$ cat src/hw/rtl/ecbm_pkg.sv
// ----------------------------------------------------------------------------
// ecbm_pkg
// Shared constants and types for the banked EEPROM mailbox: command codes,
// status bits, bus access codes and the store control group.
// ----------------------------------------------------------------------------
package ecbm_pkg;

   localparam int BANK_COUNT_DEF = 8;
   localparam int BANK_BYTES_DEF = 256;

   // mailbox commands
   localparam logic [7:0] CMD_READ  = 8'h4E;
   localparam logic [7:0] CMD_WRITE = 8'h4D;
   localparam logic [7:0] CMD_BANK  = 8'h42;

   // status byte
   localparam logic [7:0] STATUS_OBF = 8'h01;
   localparam logic [7:0] STATUS_NONE = 8'h00;

   localparam logic [7:0] BANK_FIELD_MASK = 8'h07;

   // bus access codes
   localparam logic OP_READ   = 1'b0;
   localparam logic OP_WRITE  = 1'b1;
   localparam logic PORT_DATA = 1'b0;
   localparam logic PORT_CMD  = 1'b1;

   typedef struct packed {
      logic rd_en;
      logic wr_en;
   } mem_ctl_type;

endpackage

$ cat src/hw/rtl/ecbm_ctrl.sv
// ----------------------------------------------------------------------------
// ecbm_ctrl
// Mailbox protocol engine: registers the bus access, runs the command
// sequence, drives the store and registers the read byte.
// ----------------------------------------------------------------------------
module ecbm_ctrl #(
   parameter int BANK_COUNT = ecbm_pkg::BANK_COUNT_DEF,
   parameter int BANK_BYTES = ecbm_pkg::BANK_BYTES_DEF,
   parameter int AW         = $clog2(BANK_COUNT * BANK_BYTES)
) (
   input  logic                  clock,
   input  logic                  reset,
   input  logic                  accept,
   input  logic                  operation,
   input  logic                  port_select,
   input  logic [7:0]            write_byte,
   output ecbm_pkg::mem_ctl_type mem_ctl,
   output logic [AW-1:0]         mem_addr,
   output logic [7:0]            mem_wdata,
   input  logic [7:0]            mem_rdata,
   output logic                  rsp_valid,
   output logic [7:0]            rsp_read_byte
);

   localparam int BW = (BANK_COUNT > 1) ? $clog2(BANK_COUNT) : 1;
   localparam int OW = $clog2(BANK_BYTES);

   typedef enum logic [2:0] {
      PH_IDLE,
      PH_RD_OFFSET,
      PH_WR_OFFSET,
      PH_WR_DATA,
      PH_BANK
   } phase_type;

   // reduction tables, fixed at elaboration
   logic [BW-1:0] bank_tab [8];
   logic [OW-1:0] off_tab [256];

   for (genvar g = 0; g < 8; g++) begin : g_bank_tab
      assign bank_tab[g] = BW'(g % BANK_COUNT);
   end
   for (genvar g = 0; g < 256; g++) begin : g_off_tab
      assign off_tab[g] = OW'(g % BANK_BYTES);
   end

   logic          s1_valid_ff;
   logic          s1_op_ff;
   logic          s1_port_ff;
   logic [7:0]    s1_byte_ff;

   phase_type     phase_ff,   phase_in;
   logic [BW-1:0] bank_ff,    bank_in;
   logic [OW-1:0] pend_ff,    pend_in;
   logic [7:0]    ob_ff,      ob_in;
   logic          obf_ff,     obf_in;
   logic          ob_mem_ff,  ob_mem_in;
   logic          rsp_valid_ff;
   logic [7:0]    rsp_byte_ff, rsp_byte_in;

   logic [7:0]    ob_cur;
   logic [2:0]    bank_field;
   logic [OW-1:0] off_sel;
   logic          rd_en;
   logic          wr_en;

   // a finished offset read lands in the store's read register in the next cycle
   assign ob_cur     = ob_mem_ff ? mem_rdata : ob_ff;
   assign bank_field = 3'(s1_byte_ff & ecbm_pkg::BANK_FIELD_MASK);

   always_comb begin
      phase_in    = phase_ff;
      bank_in     = bank_ff;
      pend_in     = pend_ff;
      ob_in       = ob_cur;
      obf_in      = obf_ff;
      rsp_byte_in = 8'h00;
      rd_en       = 1'b0;
      wr_en       = 1'b0;
      off_sel     = pend_ff;
      if (s1_valid_ff) begin
         if (s1_op_ff == ecbm_pkg::OP_WRITE) begin
            if (s1_port_ff == ecbm_pkg::PORT_CMD) begin
               priority if (s1_byte_ff == ecbm_pkg::CMD_READ) begin
                  phase_in = PH_RD_OFFSET;
               end else if (s1_byte_ff == ecbm_pkg::CMD_WRITE) begin
                  phase_in = PH_WR_OFFSET;
               end else if (s1_byte_ff == ecbm_pkg::CMD_BANK) begin
                  phase_in = PH_BANK;
               end else begin
                  phase_in = PH_IDLE;
               end
            end else begin
               unique case (phase_ff)
                  PH_RD_OFFSET: begin
                     off_sel  = off_tab[s1_byte_ff];
                     rd_en    = 1'b1;
                     obf_in   = 1'b1;
                     phase_in = PH_IDLE;
                  end
                  PH_WR_OFFSET: begin
                     pend_in  = off_tab[s1_byte_ff];
                     phase_in = PH_WR_DATA;
                  end
                  PH_WR_DATA: begin
                     wr_en    = 1'b1;
                     phase_in = PH_IDLE;
                  end
                  PH_BANK: begin
                     bank_in  = bank_tab[bank_field];
                     phase_in = PH_IDLE;
                  end
                  default: begin
                     phase_in = PH_IDLE;
                  end
               endcase
            end
         end else if (s1_port_ff == ecbm_pkg::PORT_CMD) begin
            rsp_byte_in = obf_ff ? ecbm_pkg::STATUS_OBF : ecbm_pkg::STATUS_NONE;
         end else begin
            rsp_byte_in = ob_cur;
            obf_in      = 1'b0;
         end
      end
      ob_mem_in = rd_en;
   end

   always_ff @(posedge clock) begin
      if (reset) begin
         s1_valid_ff  <= 1'b0;
         phase_ff     <= PH_IDLE;
         bank_ff      <= '0;
         pend_ff      <= '0;
         ob_ff        <= 8'h00;
         obf_ff       <= 1'b0;
         ob_mem_ff    <= 1'b0;
         rsp_valid_ff <= 1'b0;
      end else begin
         s1_valid_ff  <= accept;
         phase_ff     <= phase_in;
         bank_ff      <= bank_in;
         pend_ff      <= pend_in;
         ob_ff        <= ob_in;
         obf_ff       <= obf_in;
         ob_mem_ff    <= ob_mem_in;
         rsp_valid_ff <= s1_valid_ff;
      end
      s1_op_ff    <= operation;
      s1_port_ff  <= port_select;
      s1_byte_ff  <= write_byte;
      rsp_byte_ff <= rsp_byte_in;
   end

   assign mem_ctl.rd_en  = rd_en;
   assign mem_ctl.wr_en  = wr_en;
   assign mem_addr       = AW'(bank_ff) * AW'(BANK_BYTES) + AW'(off_sel);
   assign mem_wdata      = s1_byte_ff;
   assign rsp_valid      = rsp_valid_ff;
   assign rsp_read_byte  = rsp_byte_ff;

endmodule

$ cat config.mk
export PLATFORM = sky130hd
export DESIGN_NAME = ecbm_ctrl
export DESIGN_NICKNAME = d
export VERILOG_FILES = /design/src/hw/rtl/ecbm_pkg.sv /design/src/hw/rtl/ecbm_ctrl.sv
export SDC_FILE = /design/constraint.sdc
export NUM_CORES = 1
export LEC_CHECK = 0
export BUFFER_PORTS_ARGS = -buffer_cell sky130_fd_sc_hd__buf_2
export CAP_MARGIN = 15
export CORE_MARGIN = 5
export CORE_UTILIZATION = 55
export CTS_BUF_LIST = sky130_fd_sc_hd__clkbuf_8
export CTS_CLUSTER_DIAMETER = 30
export CTS_CLUSTER_SIZE = 8
export DETAILED_ROUTE_END_ITERATION = 8
export PLACE_DENSITY = 0.86
export SYNTH_ARGS = -nofsm -noshare
export SYNTH_HDL_FRONTEND = slang
export SYNTH_SLANG_ARGS = --single-unit
export TNS_END_PERCENT = 50
$ cat constraint.sdc
create_clock -name clock -period 3.55 [get_ports clock]
set_clock_uncertainty 0.05 [all_clocks]
set_input_delay 0.71 -clock clock [delete_from_list [all_inputs] [get_ports clock]]
set_output_delay 0.71 -clock clock [all_outputs]
set_load 0.02 [all_outputs]
Yosys cells after proc, flatten, opt, wreduce, memory -nomap -nowiden
Memory sizes are Yosys's and may differ from the RTL's. A register that Yosys moved wholly into a read port is not among the register bits.
Index checks and enable logic that the tools add are counted.

operators by class
  add/sub/neg operators = 1
  $lt $le $gt $ge = 1
  eq/ne operators = 8
  mux-type cells = 26
  bitwise logic cells = 4
  reduce and logical (&&, ||, !) cells = 5

operators with widths
  kind                                                                    number
  8-bit two-way mux                                                       8
  8-bit by 7-bit equality test with 1-bit output (second input constant)  3
  1-bit two-way mux                                                       13
  3-bit two-way mux                                                       4
  11-bit by 8-bit adder with 11-bit output                                1
  9-bit >= comparator (second input constant)                             1
  8-bit inverter with 9-bit output                                        1
  4-bit AND reduction                                                     2
  3-bit by 2-bit equality test with 1-bit output (second input constant)  2
  3-bit inverter with 4-bit output                                        1
  3-bit by 1-bit equality test with 1-bit output (second input constant)  1
  3-bit equality test (second input constant)                             1
  3-bit AND reduction                                                     1
  2-bit two-way mux                                                       1
  2-bit by 1-bit != test with 1-bit output (second input constant)        1
  1-bit inverter                                                          2
  2-bit AND reduction                                                     1
  2-bit OR reduction                                                      1

storage, ports and cells
  bits in registers = 41
  bits in read-only memories = 2,072
  bits of input ports = 21
  output and inout bits = 30
  memories kept = 2

memories
  memory            words  width  read ports  clocked after Yosys merged registers in  wr ports  RTL line          RTL
  (name not given)  256    8      1           0                                        0         ecbm_ctrl.sv:102  pend_in = off_tab[s1_byte_ff];
  (name not given)  8      3      1           1                                        0         ecbm_ctrl.sv:110  bank_in = bank_tab[bank_field];

Logic depth before layout (Yosys ltp)
  word-level depth = 9
  gate-level depth with buffers = 4

Worst setup path after synthesis
No wires, ideal clock.

  path type = reg-to-output
  from = register s1_port_ff
  to = output port mem_addr[0]
  arrival = 1.243 ns
  path slack = 1.547 ns
  stages on the path, launching flop included = 4
  buffers on the path = 0
  path through = dfxtp_1 -> and4bb_2 -> nand2_2 -> mux2_2

between the ends
  word-level cells in the longest chain between the ends = 4

ends and longest elaborated chain
  what                                      RTL line          RTL
  from (decl)                               ecbm_ctrl.sv:49   logic s1_port_ff;
  from (signal assigned)                    ecbm_ctrl.sv:149  s1_port_ff <= port_select;
  8-bit two-way mux                         ecbm_ctrl.sv:83   if (s1_port_ff == ecbm_pkg::PORT_CMD) begin
  8-bit two-way mux                         ecbm_ctrl.sv:82   if (s1_op_ff == ecbm_pkg::OP_WRITE) begin
  8-bit two-way mux                         ecbm_ctrl.sv:81   if (s1_valid_ff) begin
  11-bit by 8-bit adder with 11-bit output  ecbm_ctrl.sv:156  assign mem_addr = AW'(bank_ff) * AW'(BANK_BYTES) + AW'(off_sel);
  to (decl)                                 ecbm_ctrl.sv:18   output logic [AW-1:0] mem_addr,

Every way passes these cells.

Final worst setup path
  from = register s1_port_ff
  to = output port mem_addr[1]

The elaborated chain is that of the path after synthesis.

==> flow_summary.yaml <==
clocking:
  cts_tree: "built"
  cts_max_level: 2
  clkLatencyLatePin_ns: 0.29
  clk_pin_slew_ns: 0.08
  post-cts-setup-buffers: 0
  ctsHoldBuffers: 0
  cts_root_buf: "clkbuf_8"
  numCtsBuffers: 5
  cts_resized: 0
  cts_sinks: 44
  cts_buffer_depth: 2
sta:
  final.setup.tns_ns: 0
  tightest_slew_ns: 0.463
  fmax_mhz: 390
  post-route-period-util_pct: 72.2
  finalHoldViolations: 0
  finalSetupViolCount: 0
  slew_headroom_pct: 69.1
  min_period_ns: 2.56
  final_max_slew_viol_count: 0
  setup_ws_ns: 0.988
  rsz0062_at_grt: "no"
placement:
  place.gp.congestion: 0.827
  io_buffers: 50
  placed_cells: 223
  place_ws_ns: 1.31
  dpl.hpwl_um: 2280
run_status:
  status: "finished clean"
critical_path:
  cp.required_ns: 2.79
  cp_max_fo: 10
  critical_path.startpoint_type: "flip-flop"
  end_kind: "output pin"
  timing.rr.start: "s1_port_ff"
  worst_ep_arrival_time_ns: 1.80
  ff2ff_setup_slack_ns: 2.01
  path_class: "reg -> out"
  critPathLaunch: "s1_port_ff"
yosys:
  ys_types: 28
  synth_seq_cells: 44
  syn_inst: 150
  synth.cell_area_mm2: 0.00156
  ys_warn_count: 0
  avgSynthCellArea_um2: 10.4
  seq_area_frac_synth_pct: 56.5
  syn-num-nets: 171
power_and_ir_drop:
  power_per_cell_area_mw_per_mm2: 493
  peakVddDrop_uv: 479
  leakagePower_nw: 0.918
drt:
  first_iter_violations: 27
  drc_errors: 0
  wl_met2_um: 1600
  wl_um: 3170
  first_pass_iters: 4
  vias: 1220
  ant_nets: 0
  wl_met3_um: 197
  highest_layer: "met4"
  wl_per_cell_um: 13.7
  viasPerCell: 5.28
  wl_met1_um: 1300
floorplan:
  core-area_mm2: 0.00273
  pin_count: 51
  initial_utilization_pct: 57.0
  die_y_um: 63.2
  die_x_um: 63.2
  num_rows: 19
  dieArea_mm2: 0.00400
global_routing:
  grt.overflow.total: 0
  grt_max_degree: 26
  antenna_found_initial: 0
  grt_pass1_wl_um: 5660
  grtUsageTotal_pct: 17.5
  grt_pass1_vias: 1317
cells_and_area:
  fin_cells: 231
  final_nets: 220
  layout-drive-gt1-share_pct: 35.5
  diodes: 0
  post-route-util_pct: 70.7
  syn_to_final_growth_pct: 24.1
run:
  maxCapViolCount: 0
worst_hold_path:
  hold_class: "reg -> reg"
  hold_path.startpoint: "pend_ff[4]"
## worst paths after layout
kind                 end  cells after the start
min           pend_ff[4]                      2
max reg2reg  phase_ff[1]                      3
min reg2reg   pend_ff[4]                      2
max          mem_addr[1]                      4
## Yosys cell counts (all sizes together)
library cell	number	area, µm²
or4	1	11.3
nand3b	1	7.51
nand2	23	88.8
o211ai	1	7.51
and4bb	1	12.5
o21ai	2	10.0
nor3	1	5.00
mux2	8	90.1
o41ai	2	17.5
a32oi	1	8.76
mux2i	19	190
nand3	3	15.0
a31oi	1	6.26
dfxtp	44	881
nor2b	3	18.8
nand4	2	12.5
buf	4	25.0
inv	4	15.0
or3b	1	8.76
nor3b	1	7.51
nor4b	1	8.76
nor2	19	71.3
and3	1	6.26
and3b	2	17.5
clkbuf	4	15.0
## kinds of logic (layout without fill, tap and decap cells)
| logic type | Yosys count | in the layout | share of synthesized area (%) |
|---|---|---|---|
| buf+inv | 12 | 62 | 3.53 |
| simple gates | 60 | 60 | 18.7 |
| flops | 44 | 44 | 56.5 |
| mux | 27 | 27 | 18.0 |
| compound gates | 7 | 7 | 3.21 |
## layout make-up
class                           count  area (µm²)
Inverter                            4        15.0
Sequential cell                    44         881
Tap cell                           31        38.8
Timing Repair Buffer               50         250
Clock inverter                      1        30.0
Multi-Input combinational cell     94         622
Fill cell                         209         801
Clock buffer                        7        96.3
## layer usage
| layer | vias to the layer above | track usage, % |
|---|---|---|
| met5 | - | 0 |
| met4 | 0 | 8.83 |
| met3 | 7 | 5.15 |
| met2 | 41 | 31.0 |
| met1 | 571 | 18.6 |
| li1 | 601 | - |
## sequential cells by signal, summed over array words and instances (netlist names)
register       flops
s1_valid_ff        1
pend_ff            8
obf_ff             1
phase_ff           3
s1_op_ff           1
ob_mem_ff          1
bank_ff            3
rsp_valid          1
ob_ff              8
mem_wdata          8
rsp_read_byte      8
s1_port_ff         1
## power breakdown
part | internal, W | leakage, nW | switching (W)
logic | 0.0000153 | 0.495 | 0.0000221
clock network | 0.000248 | 0.0645 | 0.000158
registers | 0.000500 | 0.359 | 0.00000881
total | 0.000764 | 0.918 | 0.000189
## worst max-delay path, cell delays in order (launching register included)
cell and delay, ns:
dfxtp_1 0.45, and4bb_2 0.32, nand2_2 0.22, mux2_2 0.37, buf_2 0.16
## layout by cell type (no fill, tap or decap), types with 2 or more instances in the layout
cell type and count:
inv_1 3, mux2_2 8, clkbuf_8 7, nor2_1 19, and3b_1 2, dfxtp_1 44, nand3_1 3, nand4_1 2
o21ai_0 2, o41ai_1 2, mux2i_1 19, nand2_1 22, buf_2 50, nor2b_1 3
## stage by stage
step	power (W)	hold slack, ns	instance area, µm²
after floorplan	0.000538	0.381	1560
after global placement	0.000556	0.391	1810
after detailed placement	0.000558	0.400	1810
after CTS	0.000960	0.414	1930
after global routing	0.000992	0.443	1930
final	0.000952	0.411	1930
Note: power is estimated with default switching activity, not from simulation.
